$ cat config.mk
export PLATFORM = sky130hd
export DESIGN_NAME = poisson_stencil_row_generator_core
export DESIGN_NICKNAME = d
export VERILOG_FILES = /design/src/rtl/psrg_pkg.sv /design/src/rtl/psrg_front.sv /design/src/rtl/psrg_fifo.sv /design/src/rtl/psrg_back.sv /design/src/rtl/poisson_stencil_row_generator_core.sv
export SDC_FILE = /design/constraint.sdc
export NUM_CORES = 1
export LEC_CHECK = 0
export ABC_AREA = 0
export BUFFER_PORTS_ARGS = -buffer_cell sky130_fd_sc_hd__buf_2
export CAP_MARGIN = 20
export CORE_UTILIZATION = 60
export CTS_CLUSTER_SIZE = 14
export DETAILED_ROUTE_END_ITERATION = 7
export PLACE_DENSITY = 0.86
export SLEW_MARGIN = 15
export SYNTH_ARGS = -nofsm -noshare
export SYNTH_HDL_FRONTEND = slang
export SYNTH_SLANG_ARGS = --single-unit
$ cat constraint.sdc
create_clock -name i_clk -period 16 [get_ports i_clk]
set_input_delay 3.2 -clock i_clk [delete_from_list [all_inputs] [get_ports i_clk]]
set_output_delay 3.2 -clock i_clk [all_outputs]
set_load 0.02 [all_outputs]
$ cat src/rtl/psrg_pkg.sv
`default_nettype none

package psrg_pkg;

    localparam int PT_W    = 12;
    localparam int SIZE_W  = 13;
    localparam int COL_W   = 14;
    localparam int H_W     = 32;
    localparam int COEF_W  = 36;
    localparam int NBR_N   = 6;
    localparam int CFG_A_W = 3;
    localparam int CFG_D_W = 32;

    localparam int Q_DEPTH = 2;
    localparam int Q_PTR_W = $clog2(Q_DEPTH);

    // register indexes
    localparam logic [CFG_A_W-1:0] REG_SIZE_X  = 3'd0;
    localparam logic [CFG_A_W-1:0] REG_SIZE_Y  = 3'd1;
    localparam logic [CFG_A_W-1:0] REG_SIZE_Z  = 3'd2;
    localparam logic [CFG_A_W-1:0] REG_WRAP_X  = 3'd3;
    localparam logic [CFG_A_W-1:0] REG_WRAP_Y  = 3'd4;
    localparam logic [CFG_A_W-1:0] REG_WRAP_Z  = 3'd5;
    localparam logic [CFG_A_W-1:0] REG_SPACING = 3'd6;

    // neighbor slots, also the emit order
    localparam logic [2:0] NB_XM = 3'd0;
    localparam logic [2:0] NB_XP = 3'd1;
    localparam logic [2:0] NB_YM = 3'd2;
    localparam logic [2:0] NB_YP = 3'd3;
    localparam logic [2:0] NB_ZM = 3'd4;
    localparam logic [2:0] NB_ZP = 3'd5;

    typedef struct packed {
        logic [SIZE_W-1:0] size_x;
        logic [SIZE_W-1:0] size_y;
        logic [SIZE_W-1:0] size_z;
        logic              wrap_x;
        logic              wrap_y;
        logic              wrap_z;
        logic [H_W-1:0]    spacing;
    } t_cfg;

    typedef struct packed {
        logic [PT_W-1:0]   x;
        logic [PT_W-1:0]   y;
        logic [PT_W-1:0]   z;
        logic [COEF_W-1:0] diag;
        logic [NBR_N-1:0]  mask;
    } t_job;

    typedef enum logic [1:0] {
        BK_IDLE,
        BK_DIAG,
        BK_NBR
    } t_bk_state;

endpackage

`default_nettype wire

$ cat src/rtl/psrg_front.sv
`default_nettype none

module psrg_front (
    input  wire logic                   i_start,
    input  wire logic [11:0]            i_point_x,
    input  wire logic [11:0]            i_point_y,
    input  wire logic [11:0]            i_point_z,
    input  wire psrg_pkg::t_cfg         i_cfg,
    input  wire logic                   i_q_full,
    output logic                        o_busy,
    output logic                        o_push,
    output psrg_pkg::t_job              o_job
);
    import psrg_pkg::*;

    logic [COL_W-1:0] w_px, w_py, w_pz;
    logic [COL_W-1:0] w_sx1, w_sx2, w_sx3;
    logic [COL_W-1:0] w_sy1, w_sy2, w_sy3;
    logic [COL_W-1:0] w_sz1, w_sz2, w_sz3;
    logic             w_fx_lo, w_fx_hi, w_fy_lo, w_fy_hi, w_fz_lo, w_fz_hi;
    logic             w_pin;
    logic [2:0]       w_nface;
    logic [3:0]       w_factor;
    logic [NBR_N-1:0] w_mask;
    logic             w_h_zero;

    assign w_px = {2'b00, i_point_x};
    assign w_py = {2'b00, i_point_y};
    assign w_pz = {2'b00, i_point_z};

    // differences below zero wrap around and simply never match
    assign w_sx1 = {1'b0, i_cfg.size_x} - 14'd1;
    assign w_sx2 = {1'b0, i_cfg.size_x} - 14'd2;
    assign w_sx3 = {1'b0, i_cfg.size_x} - 14'd3;
    assign w_sy1 = {1'b0, i_cfg.size_y} - 14'd1;
    assign w_sy2 = {1'b0, i_cfg.size_y} - 14'd2;
    assign w_sy3 = {1'b0, i_cfg.size_y} - 14'd3;
    assign w_sz1 = {1'b0, i_cfg.size_z} - 14'd1;
    assign w_sz2 = {1'b0, i_cfg.size_z} - 14'd2;
    assign w_sz3 = {1'b0, i_cfg.size_z} - 14'd3;

    assign w_fx_lo = !i_cfg.wrap_x && (w_px == '0);
    assign w_fx_hi = !i_cfg.wrap_x && (w_px == w_sx1);
    assign w_fy_lo = !i_cfg.wrap_y && (w_py == '0);
    assign w_fy_hi = !i_cfg.wrap_y && (w_py == w_sy1);
    assign w_fz_lo = !i_cfg.wrap_z && (w_pz == '0);
    assign w_fz_hi = !i_cfg.wrap_z && (w_pz == w_sz1);

    assign w_pin    = (w_px == w_sx2) && (w_py == w_sy2) && (w_pz == w_sz2);
    assign w_h_zero = (i_cfg.spacing == '0);

    assign w_nface = {2'b00, w_fx_lo} + {2'b00, w_fx_hi} + {2'b00, w_fy_lo}
                   + {2'b00, w_fy_hi} + {2'b00, w_fz_lo} + {2'b00, w_fz_hi};
    assign w_factor = w_pin ? 4'd6 : (4'd6 + {1'b0, w_nface});

    always_comb begin
        w_mask[NB_XM] = !w_fx_lo &&
            !((w_pz == w_sz2) && (w_py == w_sy2) && (w_px == w_sx1));
        w_mask[NB_XP] = !w_fx_hi &&
            !((w_pz == w_sz2) && (w_py == w_sy2) && (w_px == w_sx3));
        w_mask[NB_YM] = !w_fy_lo &&
            !((w_pz == w_sz2) && (w_py == w_sy1) && (w_px == w_sx2));
        w_mask[NB_YP] = !w_fy_hi &&
            !((w_pz == w_sz2) && (w_py == w_sy3) && (w_px == w_sx2));
        w_mask[NB_ZM] = !w_fz_lo &&
            !((w_pz == w_sz1) && (w_py == w_sy2) && (w_px == w_sx2));
        w_mask[NB_ZP] = !w_fz_hi &&
            !((w_pz == w_sz3) && (w_py == w_sy2) && (w_px == w_sx2));
        if (w_pin || w_h_zero) begin
            w_mask = '0;
        end
    end

    assign o_busy      = i_q_full;
    assign o_push      = i_start && !i_q_full;
    assign o_job.x     = i_point_x;
    assign o_job.y     = i_point_y;
    assign o_job.z     = i_point_z;
    assign o_job.diag  = {4'b0000, i_cfg.spacing} * {32'd0, w_factor};
    assign o_job.mask  = w_mask;

endmodule

`default_nettype wire

$ cat src/rtl/psrg_fifo.sv
`default_nettype none

module psrg_fifo (
    input  wire logic               i_clk,
    input  wire logic               i_rst_n,
    input  wire logic               i_push,
    input  wire psrg_pkg::t_job     i_data,
    input  wire logic               i_pop,
    output psrg_pkg::t_job          o_head,
    output logic                    o_full,
    output logic                    o_empty
);
    import psrg_pkg::*;

    t_job               r_mem [Q_DEPTH];
    logic [Q_PTR_W-1:0] r_wr_ptr, n_wr_ptr;
    logic [Q_PTR_W-1:0] r_rd_ptr, n_rd_ptr;
    logic [Q_PTR_W:0]   r_count, n_count;

    assign o_full  = (r_count == (Q_PTR_W+1)'(Q_DEPTH));
    assign o_empty = (r_count == '0);
    assign o_head  = r_mem[r_rd_ptr];

    always_comb begin
        n_wr_ptr = i_push ? r_wr_ptr + Q_PTR_W'(1) : r_wr_ptr;
        n_rd_ptr = i_pop  ? r_rd_ptr + Q_PTR_W'(1) : r_rd_ptr;
        n_count  = r_count;
        if (i_push && !i_pop) begin
            n_count = r_count + (Q_PTR_W+1)'(1);
        end else if (!i_push && i_pop) begin
            n_count = r_count - (Q_PTR_W+1)'(1);
        end
    end

    always_ff @(posedge i_clk) begin
        if (!i_rst_n) begin
            r_wr_ptr <= '0;
            r_rd_ptr <= '0;
            r_count  <= '0;
        end else begin
            r_wr_ptr <= n_wr_ptr;
            r_rd_ptr <= n_rd_ptr;
            r_count  <= n_count;
        end
    end

    always_ff @(posedge i_clk) begin
        if (i_push) begin
            r_mem[r_wr_ptr] <= i_data;
        end
    end

endmodule

`default_nettype wire

$ cat src/rtl/psrg_back.sv
`default_nettype none

module psrg_back (
    input  wire logic                   i_clk,
    input  wire logic                   i_rst_n,
    input  wire logic [31:0]            i_spacing,
    input  wire psrg_pkg::t_job         i_head,
    input  wire logic                   i_q_empty,
    output logic                        o_pop,
    output logic                        o_valid,
    output logic signed [13:0]          o_col_x,
    output logic signed [13:0]          o_col_y,
    output logic signed [13:0]          o_col_z,
    output logic [35:0]                 o_coefficient,
    output logic                        o_last
);
    import psrg_pkg::*;

    t_bk_state         r_state, n_state;
    logic [PT_W-1:0]   r_x, r_y, r_z;
    logic [COEF_W-1:0] r_diag;
    logic [NBR_N-1:0]  r_mask, n_mask;
    logic              r_valid, n_valid;
    logic [COL_W-1:0]  r_cx, r_cy, r_cz, n_cx, n_cy, n_cz;
    logic [COEF_W-1:0] r_coef, n_coef;
    logic              r_last, n_last;
    logic [2:0]        w_sel;
    logic [COL_W-1:0]  w_x, w_y, w_z;
    logic              w_load;

    assign w_x = {2'b00, r_x};
    assign w_y = {2'b00, r_y};
    assign w_z = {2'b00, r_z};

    // lowest pending neighbor
    always_comb begin
        w_sel = NB_XM;
        for (int k = NBR_N - 1; k >= 0; k--) begin
            if (r_mask[k]) begin
                w_sel = 3'(k);
            end
        end
    end

    always_comb begin
        n_state = r_state;
        n_mask  = r_mask;
        n_valid = 1'b0;
        n_cx    = w_x;
        n_cy    = w_y;
        n_cz    = w_z;
        n_coef  = r_diag;
        n_last  = 1'b0;
        w_load  = 1'b0;
        case (r_state)
            BK_IDLE: begin
                w_load = !i_q_empty;
            end
            BK_DIAG: begin
                n_valid = 1'b1;
                n_last  = (r_mask == '0);
                if (n_last) begin
                    w_load  = !i_q_empty;
                    n_state = BK_IDLE;
                end else begin
                    n_state = BK_NBR;
                end
            end
            BK_NBR: begin
                n_valid = 1'b1;
                n_coef  = {4'b0000, i_spacing};
                n_mask  = r_mask & ~(NBR_N'(1) << w_sel);
                case (w_sel)
                    NB_XM:   n_cx = w_x - 14'd1;
                    NB_XP:   n_cx = w_x + 14'd1;
                    NB_YM:   n_cy = w_y - 14'd1;
                    NB_YP:   n_cy = w_y + 14'd1;
                    NB_ZM:   n_cz = w_z - 14'd1;
                    NB_ZP:   n_cz = w_z + 14'd1;
                    default: n_cx = w_x;
                endcase
                n_last = (n_mask == '0);
                if (n_last) begin
                    w_load  = !i_q_empty;
                    n_state = BK_IDLE;
                end
            end
            default: begin
                n_state = BK_IDLE;
            end
        endcase
        if (w_load) begin
            n_state = BK_DIAG;
            n_mask  = i_head.mask;
        end
    end

    assign o_pop = w_load;

    always_ff @(posedge i_clk) begin
        if (!i_rst_n) begin
            r_state <= BK_IDLE;
            r_valid <= 1'b0;
            r_mask  <= '0;
        end else begin
            r_state <= n_state;
            r_valid <= n_valid;
            r_mask  <= n_mask;
        end
    end

    always_ff @(posedge i_clk) begin
        if (w_load) begin
            r_x    <= i_head.x;
            r_y    <= i_head.y;
            r_z    <= i_head.z;
            r_diag <= i_head.diag;
        end
        r_cx   <= n_cx;
        r_cy   <= n_cy;
        r_cz   <= n_cz;
        r_coef <= n_coef;
        r_last <= n_last;
    end

    assign o_valid       = r_valid;
    assign o_col_x       = $signed(r_cx);
    assign o_col_y       = $signed(r_cy);
    assign o_col_z       = $signed(r_cz);
    assign o_coefficient = r_coef;
    assign o_last        = r_last;

    a_nbr_pending: assert property (@(posedge i_clk) disable iff (!i_rst_n)
        r_state == BK_NBR |-> r_mask != '0)
        else $error("neighbor state with nothing pending");

    a_row_contiguous: assert property (@(posedge i_clk) disable iff (!i_rst_n)
        r_valid && !r_last |=> r_valid)
        else $error("gap inside a row");

    a_pop_nonempty: assert property (@(posedge i_clk) disable iff (!i_rst_n)
        o_pop |-> !i_q_empty)
        else $error("pop from empty queue");

endmodule

`default_nettype wire

$ cat src/rtl/poisson_stencil_row_generator_core.sv
`default_nettype none

// channel    | handshake                  | payload
// -----------+----------------------------+----------------------------------------
// request    | i_start, o_busy            | i_point_x, i_point_y, i_point_z
// result     | o_valid (one-cycle strobe) | o_col_x/y/z, o_coefficient, o_last
// config     | i_cfg_we                   | i_cfg_index, i_cfg_data
//
// A request yields 1 to 7 results, one per cycle (diagonal, then kept neighbors);
// the result port, at one entry per cycle, sets the sustained request rate.
// When the emitter is idle, a request passes the queue and the output registers;
// a two-deep queue lets requests be taken back to back; o_busy is high while it is full.
// Synchronous active-low reset clears control and loads register defaults.
// The receiver cannot stall: each result is shown for exactly one cycle.

module poisson_stencil_row_generator_core (
    input  wire logic                   i_clk,
    input  wire logic                   i_rst_n,
    input  wire logic                   i_start,
    output logic                        o_busy,
    input  wire logic [11:0]            i_point_x,
    input  wire logic [11:0]            i_point_y,
    input  wire logic [11:0]            i_point_z,
    input  wire logic                   i_cfg_we,
    input  wire logic [2:0]             i_cfg_index,
    input  wire logic [31:0]            i_cfg_data,
    output logic                        o_valid,
    output logic signed [13:0]          o_col_x,
    output logic signed [13:0]          o_col_y,
    output logic signed [13:0]          o_col_z,
    output logic [35:0]                 o_coefficient,
    output logic                        o_last
);
    import psrg_pkg::*;

    t_cfg r_cfg;
    t_job w_push_job;
    t_job w_head;
    logic w_push, w_pop, w_full, w_empty;

    always_ff @(posedge i_clk) begin
        if (!i_rst_n) begin
            r_cfg.size_x  <= 13'd64;
            r_cfg.size_y  <= 13'd64;
            r_cfg.size_z  <= 13'd64;
            r_cfg.wrap_x  <= 1'b0;
            r_cfg.wrap_y  <= 1'b0;
            r_cfg.wrap_z  <= 1'b0;
            r_cfg.spacing <= 32'd65536;
        end else if (i_cfg_we) begin
            case (i_cfg_index)
                REG_SIZE_X:  r_cfg.size_x  <= i_cfg_data[SIZE_W-1:0];
                REG_SIZE_Y:  r_cfg.size_y  <= i_cfg_data[SIZE_W-1:0];
                REG_SIZE_Z:  r_cfg.size_z  <= i_cfg_data[SIZE_W-1:0];
                REG_WRAP_X:  r_cfg.wrap_x  <= i_cfg_data[0];
                REG_WRAP_Y:  r_cfg.wrap_y  <= i_cfg_data[0];
                REG_WRAP_Z:  r_cfg.wrap_z  <= i_cfg_data[0];
                REG_SPACING: r_cfg.spacing <= i_cfg_data;
                default:     r_cfg         <= r_cfg;
            endcase
        end
    end

    psrg_front u_front (
        .i_start   (i_start),
        .i_point_x (i_point_x),
        .i_point_y (i_point_y),
        .i_point_z (i_point_z),
        .i_cfg     (r_cfg),
        .i_q_full  (w_full),
        .o_busy    (o_busy),
        .o_push    (w_push),
        .o_job     (w_push_job)
    );

    psrg_fifo u_fifo (
        .i_clk   (i_clk),
        .i_rst_n (i_rst_n),
        .i_push  (w_push),
        .i_data  (w_push_job),
        .i_pop   (w_pop),
        .o_head  (w_head),
        .o_full  (w_full),
        .o_empty (w_empty)
    );

    psrg_back u_back (
        .i_clk         (i_clk),
        .i_rst_n       (i_rst_n),
        .i_spacing     (r_cfg.spacing),
        .i_head        (w_head),
        .i_q_empty     (w_empty),
        .o_pop         (w_pop),
        .o_valid       (o_valid),
        .o_col_x       (o_col_x),
        .o_col_y       (o_col_y),
        .o_col_z       (o_col_z),
        .o_coefficient (o_coefficient),
        .o_last        (o_last)
    );

endmodule

`default_nettype wire
-- Word level (Yosys, flattened, before mapping)
Memories as Yosys holds them, arrays and structs flattened. A register that Yosys moved wholly into a read port is not among the register bits.
Index checks and enable logic that the tools add are counted.
- register bits: 238
- bits in writable memories: 156
- input port bits: 75
- output and inout port bits: 81
- logic and storage cells: 188
- memories: 1
- $add $sub $neg: 25
- multiply operators: 1
- equal/unequal tests: 26
- shift-type cells: 1
- mux-type cells: 32
- bitwise gates (word level): 4
- reduce and logical (&&, ||, !) cells: 71
- memories (memory ; words ; width ; read ports ; clocked after Yosys merged registers in ; wr ports ; RTL line ; source):
    u_fifo.r_mem ; 2 ; 78 ; 1 ; 1 ; 1 ; psrg_fifo.sv:15 ; t_job r_mem [Q_DEPTH];
- operator list (cell ; number):
    equality test 12 x 14 -> 1 bit ; 9
    case mux 14 bit (2 select lines) ; 3
    subtractor 13 x 2 -> 14 bit, second input constant ; 6
    zero test 14 bit ; 3
    subtractor 13 x 1 -> 14 bit, second input constant ; 3
    adder 12 x 1 -> 13 bit, second input constant ; 3
    subtractor 12 x 1 -> 13 bit, second input constant ; 3
    multiplier 32 x 4 -> 36 bit ; 1
    two-way mux 12 bit ; 3
    zero test 32 bit ; 1
    two-way mux 32 bit ; 1
    logical AND 1 bit ; 28
    zero test 1 bit ; 19
    two-way mux 3 bit ; 6
    two-way mux 6 bit ; 3
    AND reduction 2 bit ; 9
    equality test 3 bit, second input constant ; 5
    adder 3 x 1 -> 3 bit ; 4
    equality test 3 x 2 -> 1 bit, second input constant ; 4
    zero test 6 bit ; 2
    two-way mux 1 bit ; 8
    two-way mux 2 bit ; 4
    bitwise AND 6 bit ; 1
    equality test 3 x 1 -> 1 bit, second input constant ; 2
    22 further kinds ; 29

-- Depth between registers and ports, before layout
Gate-level depths: netlist of run 1.
- word-level depth: 15
- gate-level depth with buffers: 35
- gate-level depth less buffers: 32

-- By module
From an unflattened synthesis of run 1, not the netlist that was laid out.
- cells, all modules: 2144
- area total of the unflattened synthesis: 22510.3 um^2
- by module, submodules not included (module ; times used ; cells each ; area an instance (um^2) ; sequential area each (um^2)):
    psrg_front ; 1 ; 1079 ; 7551.0 ; 0.0
    psrg_back ; 1 ; 515 ; 6198.4 ; 3923.8
    psrg_fifo ; 1 ; 265 ; 5924.4 ; 4784.6
    poisson_stencil_row_generator_core ; 1 ; 285 ; 2836.5 ; 1481.4

-- Least setup slack after synthesis of run 1
OpenSTA, ideal clock, no wires.
- path type: input-to-reg
- start point: input port i_point_x[2]
- end point: memory u_fifo.r_mem[0][38] in the netlist's numbering (data pin)
- setup time: 0.276 ns
- arrival: 10.484 ns
- required time: 15.724 ns
- slack: 5.240 ns
- stages: 32
- buffers on the path: 2
- cells stage by stage: xnor2_1 > xnor2_1 > nor3_1 > o21ai_0 > or4_1 > or4_1 > nor2_1 > ha_1 > inv_1 > fa_1 > fa_1 > inv_1 > fa_1 > inv_1 > ha_1 > nor2_1 > clkbuf_1 > and2_1 > fa_1 > inv_1 > fa_1 > inv_1 > ha_1 > clkbuf_1 > a211oi_1 > o21bai_1 > a221o_1 > or3_1 > a31oi_2 > o31ai_1 > a2111oi_0 > nor4_1
- RTL lines (what ; RTL line ; source):
    start: declaration ; poisson_stencil_row_generator_core.sv:21 ; input wire logic [11:0] i_point_x,
    end: declaration ; psrg_fifo.sv:15 ;

==> run summary, run 1 <==
Area fraction of the dominant cell type after synthesis: 31.1%
Post-Syn Area: 22000 um^2
Number of gates resized after CTS: 0
Initial Util: 61.5%
Clock Sinks: 395
Die area: 37500 um^2
CTS tree: yes
Largest cells by area after synthesis: edfxtp_1, dfxtp_1, fa_1
R2R setup slack: 6.62 ns
Period utilization: 70.7%
Post-Route M1 WL: 23.1 mm
Final #Nets: 2504
# IOs: 156
Number of synthesized flops with an enable pin: 228
Worst Tran Pin Value: 1.04 ns
IO buf count: 155
Max-Cap Viols: 0
Worst vdd ir: 121 uV
RSZ-0062 raised after global routing: false
DRT iter0 DRCs: 1783
WL met3: 4.48 mm
Ys flop type: edfxtp_1
Core Area: 35800 um^2
HPWL Detailed: 38.4 mm
Total gr overflow: 0
Row cnt: 69
Syn Area/Cell: 10.1 um^2
Fmax: 88.4 MHz
Endpoints failing setup: 0
Worst hold stages: 1
Die extent in x: 194 um
Max stage delay cell, worst path: fa_1
R2r startpoint: r_cfg[50]$_SDFFE_PN0P_
CTS buffer count: 41
Syn-to-layout area delta: 11.1%
Multi-input gate area: 10900 um^2
Slew Limit Fails: 0
Die height: 194 um
Routability cong.: 0.954
PwrDens: 139 nW/um^2
Switching share of power: 32.9%
R2r endpoint: u_fifo.r_mem[0][38]$_DFFE_PP_
Antenna violations before repair: 5
WHS Endpoint: u_back.o_coefficient[35]$_SDFF_PP0_
Worst hold path startpoint: u_back.r_diag[35]$_DFFE_PP_
Final Power: 3.40 mW
Relative slew slack: 30.6%
Worst-path clk slew: 0.06 ns
Fill count: 2609
Clk root buf: clkbuf_16
Crit path kind: input pin to flop
Type of the most critical hold path: flop to flop
Hold_buf cts: 0
Setup bufs post-CTS: 0
Final min period: 11.31 ns
CP top delay family: adder cells
Final wirelength: 55.1 mm
Final Instance Area: 24500 um^2
Dpl cells: 2716
Worst R2R Path Depth: 29
H-tree Lvls: 2
Post-Syn Nets: 2392
Clk_lat worst skew: 0.58 ns
Worst path buffer plus inverter count: 6
Post-Synthesis Cells: 2188
Logic pwr share: 25.4%
Final ANT Viol Nets: 0
Warnings, synthesis: 0
Post-DP Area: 23100 um^2
Critical Path End Type: flop
Final Hold Fails: 0
Highest Signal Layer: met5
DRT Pass-1 Iters: 7
CTS max path bufs: 3
CP max FO: 32
Layout cell share with drive strength beyond 1: 16.0%
Worst clock skew: 0.0282 ns
Register share of total power: 46.1%
Residual DRC: 0
Routed met2 length: 26.2 mm
Sequential Area: 10200 um^2
Yosys top cell by area: edfxtp_1
Avg WL per Cell: 19.7 um
Post-synthesis sequential area ratio: 46.2%
Most used cell, CP: fa_1
Avg Vias per Cell: 6.11
Psw: 1.12 mW
Register bit total from synthesis: 395
Critical path launch point type: input pin
Synth cell types: 85
Status: finished, final reports clean
Fin cells: 2795
Async S/R FF share, synth: 0%
Worst Setup SP: i_point_x[2]
Wire length of the first global-routing pass: 88.3 mm
Critical Path AT: 11.64 ns
Leak: 9.58 nW
Vias in the first global route: 16661
Detailed-route via count: 17071
GRT Overall Usage: 29.6%
Setup_tns: 0 ns
Clk pwr share: 28.5%
Worst Path Required: 16.33 ns
Int Power: 2.29 mW
Largest net degree at the start of global routing: 79
Max incr delay on CP: 0.57 ns
Yosys cell counts (37+ instances only):
| cell | n |
|---|---|
| mux2_2 | 105 |
| nor4_1 | 37 |
| ha_1 | 66 |
| nand2_1 | 279 |
| and2_1 | 104 |
| xnor2_1 | 71 |
| fa_1 | 63 |
| dfxtp_1 | 167 |
| nor3_1 | 51 |
| a21oi_1 | 153 |
| nor2_1 | 119 |
| inv_1 | 141 |
| xor2_1 | 51 |
| o21ai_0 | 75 |
| nand3_1 | 40 |
| clkbuf_1 | 70 |
| edfxtp_1 | 228 |
worst max-delay path by stage:
stage,depth (start not counted),slack [ns],to
2_1_floorplan,32,5.24,u_fifo.r_mem[0][38]$_DFFE_PP_
3_3_place_gp,32,4.59,u_fifo.r_mem[0][38]$_DFFE_PP_
3_5_place_dp,31,4.30,u_fifo.r_mem[1][38]$_DFFE_PP_
4_1_cts,31,4.83,u_fifo.r_mem[1][38]$_DFFE_PP_
5_1_grt,31,4.24,u_fifo.r_mem[0][38]$_DFFE_PP_
6_report,31,4.69,u_fifo.r_mem[0][38]$_DFFE_PP_
power by group through the flow:
stage	Sequential, mW	Combinational (mW)	Clock, mW
final	1.57	0.863	0.970
after global routing	1.60	0.933	1.02
after CTS	1.57	0.852	0.984
after detailed placement	1.58	0.846	0
after global placement	1.57	0.825	0
after floorplan	1.63	0.512	0
cells by family after synthesis:
family                   after synthesis  synth area share (%)
multiplexers                         118                  5.95
XOR/XNOR                             124                  5.05
flip-flops                           395                  46.2
AO/OA/AOI/OAI                        386                  10.8
buffers and inverters                243                  4.48
AND/OR/NAND/NOR                      792                  17.9
adder cells (fa/ha/maj)              130                  9.51
registers in the layout, summed over array words and instances (netlist names), 14 cells and up, named ones only:
signal / cells
u_back.r_diag: 36
u_fifo.r_mem: 156
u_back.o_coefficient: 36
u_back.o_col_x: 14
u_back.o_col_y: 14
u_back.o_col_z: 14
r_cfg: 74
worst reg2reg max path: cells and delay by family, from the launching register on:
kind | cells | cell delay [ns]
buffers and inverters | 5 | 0.48
DFF | 1 | 0.40
adders and majority gates | 8 | 3.47
AOI/OAI and AO/OA | 9 | 2.25
and+or+nand+nor | 7 | 2.56
through the flow:
step	hold WS, ns	worst slack [ns]	utilization (%)
global placement	0.444	4.59	64.3
global route	0.492	4.24	68.3
detailed placement	0.442	4.30	64.4
floorplan	0.429	5.24	-
CTS	0.456	4.83	68.2
finish	0.452	4.69	68.3
area by class of cell:
cell class,count,area share (%)
clock buffer,50,4.58
sequential,395,41.6
inverter,143,2.19
clock inverter,25,0.992
multi-input combinational,1550,44.5
timing repair buffer,169,3.75
tap,461,2.36
antenna,2,0.0204
per-layer routing:
metal  track usage (%)  vias to the layer above
li1                  -                     7951
met1              40.2                     8200
met2              48.5                      797
met3              4.71                      117
met4              9.99                        6
met5                 0                        -
layout by cell type (no fill, tap or decap), drive strengths merged, types with 20 or more instances in the layout:
master | synthesis | routed
fa | 63 | 63
xnor2 | 71 | 71
nor3 | 51 | 51
o21ai | 79 | 79
inv | 142 | 146
and2 | 104 | 104
edfxtp | 228 | 228
a21oi | 153 | 153
nor2 | 119 | 119
buf | 30 | 169
nor2b | 24 | 24
nand3 | 40 | 40
ha | 66 | 66
and3 | 20 | 20
nand4 | 27 | 27
mux2 | 105 | 105
xor2 | 51 | 51
nor4 | 38 | 38
dfxtp | 167 | 167
clkbuf | 70 | 50
nand2 | 281 | 281
Power figures use the tool's default switching activity.
==> run 2: changes to the inputs <==
clock period = 10.9 ns   (was 16 ns; I/O delays follow)
==> run 2 against run 1 <==
  * First-iteration DRC count down 10%
  * Utilization grew 0.24 points
  * Total power up 48%
  * Cell count grew 0.25%
  * Via count rose by 0.97%
  * Largest power group unchanged
  * Highest routed layer unchanged
==> run summary, run 2 (synthesis gave the netlist of run 1 again) <==
Worst setup margin: 0.629 ns (was 4.69 ns)
# IOs: 156 (unchanged)
Clock Sinks: 395 (unchanged)
IO buf count: 155 (unchanged)
Max stage delay cell, worst path: fa_1 (unchanged)
Most common cell after layout, fill and taps aside: nand2_1 (unchanged)
Clk root buf: clkbuf_16 (unchanged)
Slew Limit Fails: 0 (unchanged)
Residual DRC: 0 (unchanged)
Die height: 194 um (unchanged)
CTS tree: yes (unchanged)
Avg Vias per Cell: 6.15 (was 6.11)
Final min period: 10.27 ns
Row cnt: 69 (unchanged)
Max incr delay on CP: 0.57 ns (about the same)
Worst clock skew: 0.0331 ns (was 0.0282 ns)
Vias in the first global route: 17080 (was 16661)
Worst vdd ir: 219 uV (was 121 uV)
Final Hold Fails: 0 (unchanged)
Core Area: 35800 um^2 (unchanged)
DRT Pass-1 Iters: 5 (was 7)
Critical path launch point type: input pin (unchanged)
Max reg flops: 156 (unchanged)
Final wirelength: 56.3 mm (was 55.1 mm)
Worst path buffer plus inverter count: 6 (unchanged)
Cell depth of the worst setup path: 31 (unchanged)
Total gr overflow: 0 (unchanged)
Routability cong.: 0.953 (was 0.954)
Avg WL per Cell: 20.1 um (was 19.7 um)
Endpoints failing setup: 0 (unchanged)
Layout cell share with drive strength beyond 1: 16.1% (was 16.0%)
H-tree Lvls: 2 (unchanged)
R2r startpoint: r_cfg[63]$_SDFFE_PN0P_ (was r_cfg[50]$_SDFFE_PN0P_)
Antenna violations before repair: 4 (was 5)
Worst Setup SP: i_point_x[2] (unchanged)
PwrDens: 205 nW/um^2 (was 139 nW/um^2)
CP top delay family: adder cells (unchanged)
Detailed-route via count: 17236 (was 17071)
Final ANT Viol Nets: 0 (unchanged)
Status: finished, final reports clean (unchanged)
GR peak layer: met2 (unchanged)
CP endpoint: u_fifo.r_mem[0][38]$_DFFE_PP_ (unchanged)
Worst Tran Pin Value: 1.06 ns (was 1.04 ns)
Relative slew slack: 29.4% (was 30.6%)
Syn-to-layout area delta: 11.5% (was 11.1%)
Fill count: 2627 (was 2609)
Pre-CTS WS: -0.0329 ns (was 4.30 ns)
Worst Path Required: 11.24 ns (was 16.33 ns)
GRT Overall Usage: 30.2% (was 29.6%)
Worst R2R Path Depth: 32 (was 29)
Die area: 37500 um^2 (unchanged)
Met1 Usage GRT: 40.1% (was 40.2%)
CP max FO: 12 (was 32)
Final #Nets: 2509 (was 2504)
Met3 track demand over resource: 5.15% (was 4.71%)
R2R setup slack: 1.59 ns (was 6.62 ns)
Fmax: 97.4 MHz
Type of the most critical hold path: flop to flop (unchanged)
Met2 Use GR: 49.8% (was 48.5%)
Wire length of the first global-routing pass: 90.0 mm (was 88.3 mm)
Setup bufs post-CTS: 0 (unchanged)
Commonest cells after routing, fill and taps aside: nand2_1, edfxtp_1, dfxtp_1 (unchanged)
Leak: 9.61 nW (was 9.58 nW)
Die extent in x: 194 um (unchanged)
CTS buffer count: 41 (unchanged)
Critical Path End Type: flop (unchanged)
Max-Cap Viols: 0 (unchanged)
Biggest register: u_fifo.r_mem (unchanged)
Hold_buf cts: 0 (unchanged)
Regs by FF count: u_fifo.r_mem (156), r_cfg (74) (unchanged)
Critical Path AT: 10.61 ns (was 11.64 ns)
Most used cell, CP: fa_1 (unchanged)
Largest net degree at the start of global routing: 84 (was 79)
Crit path kind: input pin to flop (unchanged)
R2r endpoint: u_fifo.r_mem[0][38]$_DFFE_PP_ (unchanged)
RSZ-0062 raised after global routing: false (unchanged)
Final Power: 5.04 mW (was 3.40 mW)
HPWL Detailed: 39.5 mm (was 38.4 mm)
Initial Util: 61.5% (unchanged)
DRT iter0 DRCs: 1600 (was 1783)
Period utilization: 94.2%
Worst-path clk slew: 0.06 ns (about the same)
Clk_lat worst skew: 0.58 ns (about the same)
CTS max path bufs: 3 (unchanged)
run 2: layout make-up:
class / instances / area, um^2 / area share [%]
Tap cell: 461 / 577 / 2.35
Clock inverter: 19 / 239 / 0.973
Antenna cell: 3 / 7.51 / 0.0306
Multi-Input combinational cell: 1550 / 10900 / 44.3
Inverter: 143 / 537 / 2.18
Sequential cell: 395 / 10200 / 41.5
Timing Repair Buffer: 174 / 938 / 3.82
Clock buffer: 57 / 1180 / 4.80
run 2: worst min-delay path by stage:
| stage | endpoint | from | slack, ns | depth (start not counted) |
|---|---|---|---|---|
| 2_1_floorplan | u_back.o_coefficient[32]$_SDFF_PP0_ | u_back.r_diag[32]$_DFFE_PP_ | 0.43 | 1 |
| 3_3_place_gp | u_back.o_coefficient[35]$_SDFF_PP0_ | u_back.r_diag[35]$_DFFE_PP_ | 0.45 | 1 |
| 3_5_place_dp | u_back.o_coefficient[32]$_SDFF_PP0_ | u_back.r_diag[32]$_DFFE_PP_ | 0.46 | 1 |
| 4_1_cts | u_back.o_coefficient[32]$_SDFF_PP0_ | u_back.r_diag[32]$_DFFE_PP_ | 0.47 | 1 |
| 5_1_grt | u_back.o_coefficient[28]$_DFF_P_ | u_back.r_diag[28]$_DFFE_PP_ | 0.49 | 1 |
| 6_report | u_back.o_coefficient[32]$_SDFF_PP0_ | u_back.r_diag[32]$_DFFE_PP_ | 0.47 | 1 |
run 2: repair_timing:
| item | 4_1_cts | 5_1_grt |
|---|---|---|
| setup endpoints to repair | 0 | 2 |
| resized for setup | 0 | 1 |
| endpoints found under the hold margin | 0 | 0 |
run 2: routing by layer:
metal | wire (um) | part of all wire [%] | vias up
li1 | - | - | 7942
met1 | 23100 | 41 | 8338
met2 | 27000 | 48 | 837
met3 | 4760 | 8.5 | 115
met4 | 1420 | 2.5 | 4
met5 | 22 | 0.039 | -
run 2: report_power, final:
part,total (mW),switching (mW),internal (mW)
clock,1.46,0.581,0.880
sequential,2.31,0.250,2.06
combinational,1.27,0.805,0.467
total,5.04,1.64,3.40
run 2: stage by stage:
stage,cells,utilization [%],setup TNS (ns),hold WS [ns],cell area [um^2]
global route,2799,68.5,0,0.486,24600
global placement,2721,64.5,0,0.447,23100
CTS,2798,68.4,0,0.470,24500
floorplan,2188,-,0,0.429,22000
finish,2802,68.6,0,0.470,24600
detailed placement,2722,64.5,-0.0659,0.455,23100
run 2: worst register-to-register path, delay by kind of cell (launching register included):
family                   cells  cell delay, ns
AO/OA/AOI/OAI                8            1.90
buffers and inverters        6            0.46
AND/OR/NAND/NOR              8            2.70
multiplexers                 1            0.17
adder cells (fa/ha/maj)      9            3.42
flip-flops                   1            0.45
==> run 3: changes to the inputs <==
REMOVE_ABC_BUFFERS = 1   (was default)
==> run 3 against run 2 <==
  * Clock skew shrank 0.0076 ns
  * Sequential power is essentially flat
  * Die area is the same
  * Utilization shrank 0.087 points
  * Cell count is essentially flat
  * Combinational power is essentially flat
  * Via count shrank 1.1%
  * Cell area shrank 0.13%
  * Sequential cell count is the same
  * Critical path depth is the same
  * Critical path type unchanged
  * Largest cell class unchanged
  * Highest routed layer unchanged
==> run summary, run 3 (synthesis gave the netlist of run 1 again) <==
Met1 Usage GRT: 40.8% (was 40.1%)
Setup_tns: 0 ns (unchanged)
Commonest cells after routing, fill and taps aside: nand2_1, edfxtp_1, dfxtp_1 (unchanged)
Critical path launch point type: input pin (unchanged)
Met2 Use GR: 48.5% (was 49.8%)
Die height: 194 um (unchanged)
Post-DP Area: 23100 um^2 (about the same)
Final wirelength: 55.9 mm (was 56.3 mm)
CTS tree: yes (unchanged)
Worst hold path startpoint: u_back.r_diag[34]$_DFFE_PP_ (was u_back.r_diag[32]$_DFFE_PP_)
R2R setup slack: 1.57 ns (was 1.59 ns)
Max reg flops: 156 (unchanged)
Crit path kind: input pin to flop (unchanged)
Max stage delay cell, worst path: or4_1 (was fa_1)
Worst Tran Pin Value: 0.906 ns (was 1.06 ns)
Setup bufs post-CTS: 0 (unchanged)
Max-Cap Viols: 0 (unchanged)
Period utilization: 94.3% (was 94.2%)
R2r endpoint: u_fifo.r_mem[1][38]$_DFFE_PP_ (was u_fifo.r_mem[0][38]$_DFFE_PP_)
Routability cong.: 0.936 (was 0.953)
Vias in the first global route: 16767 (was 17080)
Worst hold stages: 1 (unchanged)
Antenna violations before repair: 4 (unchanged)
Layout cell share with drive strength beyond 1: 16.0% (was 16.1%)
Most common cell after layout, fill and taps aside: nand2_1 (unchanged)
WHS Endpoint: u_back.o_coefficient[34]$_SDFF_PP0_ (was u_back.o_coefficient[32]$_SDFF_PP0_)
# IOs: 156 (unchanged)
Biggest register: u_fifo.r_mem (unchanged)
DRT iter0 DRCs: 1449 (was 1600)
Max incr delay on CP: 0.56 ns (was 0.57 ns)
IO buf count: 155 (unchanged)
Detailed-route via count: 17043 (was 17236)
Wire length of the first global-routing pass: 88.9 mm (was 90.0 mm)
Worst R2R Path Depth: 32 (unchanged)
Clk root buf: clkbuf_16 (unchanged)
Row cnt: 69 (unchanged)
Fill count: 2633 (was 2627)
Final ANT Viol Nets: 0 (unchanged)
Die area: 37500 um^2 (unchanged)
Hold_buf cts: 0 (unchanged)
Final #Nets: 2508 (was 2509)
Met3 track demand over resource: 4.52% (was 5.15%)
H-tree Lvls: 2 (unchanged)
Core Area: 35800 um^2 (unchanged)
Worst path buffer plus inverter count: 6 (unchanged)
HPWL Detailed: 39.2 mm (was 39.5 mm)
Residual DRC: 0 (unchanged)
Regs by FF count: u_fifo.r_mem (156), r_cfg (74) (unchanged)
CTS buffer count: 42 (was 41)
GRT Overall Usage: 29.8% (was 30.2%)
Status: finished, final reports clean (unchanged)
PwrDens: 204 nW/um^2 (was 205 nW/um^2)
DRT Pass-1 Iters: 6 (was 5)
Most used cell, CP: fa_1 (unchanged)
Worst vdd ir: 194 uV (was 219 uV)
Die extent in x: 194 um (unchanged)
Syn-to-layout area delta: 11.3% (was 11.5%)
Worst-path clk slew: 0.06 ns (about the same)
GR peak layer: met2 (unchanged)
R2r startpoint: r_cfg[63]$_SDFFE_PN0P_ (unchanged)
CTS max path bufs: 3 (unchanged)
Largest net degree at the start of global routing: 78 (was 84)
CP top delay family: adder cells (unchanged)
Final Instance Area: 24500 um^2 (was 24600 um^2)
CP max FO: 32 (was 12)
Leak: 9.59 nW (was 9.61 nW)
RSZ-0062 raised after global routing: false (unchanged)
Clock Sinks: 395 (unchanged)
Final Hold Fails: 0 (unchanged)
Endpoints failing setup: 0 (unchanged)
Worst Path Required: 11.23 ns (was 11.24 ns)
Worst clock skew: 0.0255 ns (was 0.0331 ns)
Avg WL per Cell: 19.9 um (was 20.1 um)
Fmax: 97.3 MHz (was 97.4 MHz)
Avg Vias per Cell: 6.09 (was 6.15)
Critical Path End Type: flop (unchanged)
Clk_lat worst skew: 0.58 ns (about the same)
Type of the most critical hold path: flop to flop (unchanged)
Number of gates resized after CTS: 0 (unchanged)
Final min period: 10.28 ns (was 10.27 ns)
Slew Limit Fails: 0 (unchanged)
Critical Path AT: 10.61 ns (about the same)
Total gr overflow: 0 (unchanged)
Relative slew slack: 39.6% (was 29.4%)
Initial Util: 61.5% (unchanged)
## run 3: how the worst max path moves through the flow
stage	from	endpoint	slack, ns	depth (start not counted)
6_report	i_point_x[2]	u_fifo.r_mem[1][38]$_DFFE_PP_	0.62	31
5_1_grt	i_point_x[2]	u_fifo.r_mem[0][38]$_DFFE_PP_	0.24	31
4_1_cts	i_point_x[2]	u_fifo.r_mem[1][38]$_DFFE_PP_	0.74	31
3_5_place_dp	i_point_x[2]	u_fifo.r_mem[0][38]$_DFFE_PP_	0.17	31
3_3_place_gp	i_point_x[2]	u_fifo.r_mem[0][38]$_DFFE_PP_	0.48	31
2_1_floorplan	i_point_x[2]	u_fifo.r_mem[0][38]$_DFFE_PP_	1.00	29
## run 3: worst reg2reg max path: cells and delay by family, from the launching register on
kind                     cells  cell delay, ns
flip-flops                   1            0.47
AO/OA/AOI/OAI                8            1.87
multiplexers                 1            0.20
adder cells (fa/ha/maj)      9            3.56
AND/OR/NAND/NOR              8            2.46
buffers and inverters        6            0.53
## run 3: through the flow
step / instances / setup slack [ns] / total power, mW / hold slack (ns) / utilization, %
2_1_floorplan: 2088 / 1.00 / 3.13 / 0.429 / -
3_3_place_gp: 2718 / 0.483 / 3.52 / 0.440 / 64.4
3_5_place_dp: 2718 / 0.171 / 3.57 / 0.448 / 64.4
4_1_cts: 2795 / 0.745 / 5.01 / 0.462 / 68.3
5_1_grt: 2799 / 0.237 / 5.23 / 0.477 / 68.5
6_report: 2800 / 0.620 / 5.01 / 0.458 / 68.5
## run 3: layout make-up
type	instances	area [um^2]	share of cell area [%]
diodes	2	5.00	0.0204
flip-flops and latches	395	10200	41.5
multi-input cells	1550	10900	44.4
clock buffers	57	1220	4.98
well taps	461	577	2.35
inverters	143	537	2.19
clock inverters	20	159	0.648
repair buffers	172	956	3.90
## run 3: report_power, final
part           switching (mW)  total (mW)  internal [mW]
Clock                   0.595        1.43          0.835
Combinational           0.803        1.28          0.475
Sequential              0.246        2.30           2.06
## run 3: routing by layer
| metal | vias up | share of wire (%) |
|---|---|---|
| met4 | 4 | 2.5 |
| met2 | 702 | 47 |
| met3 | 115 | 7.0 |
| met5 | - | 0.054 |
| li1 | 7948 | - |
| met1 | 8274 | 43 |
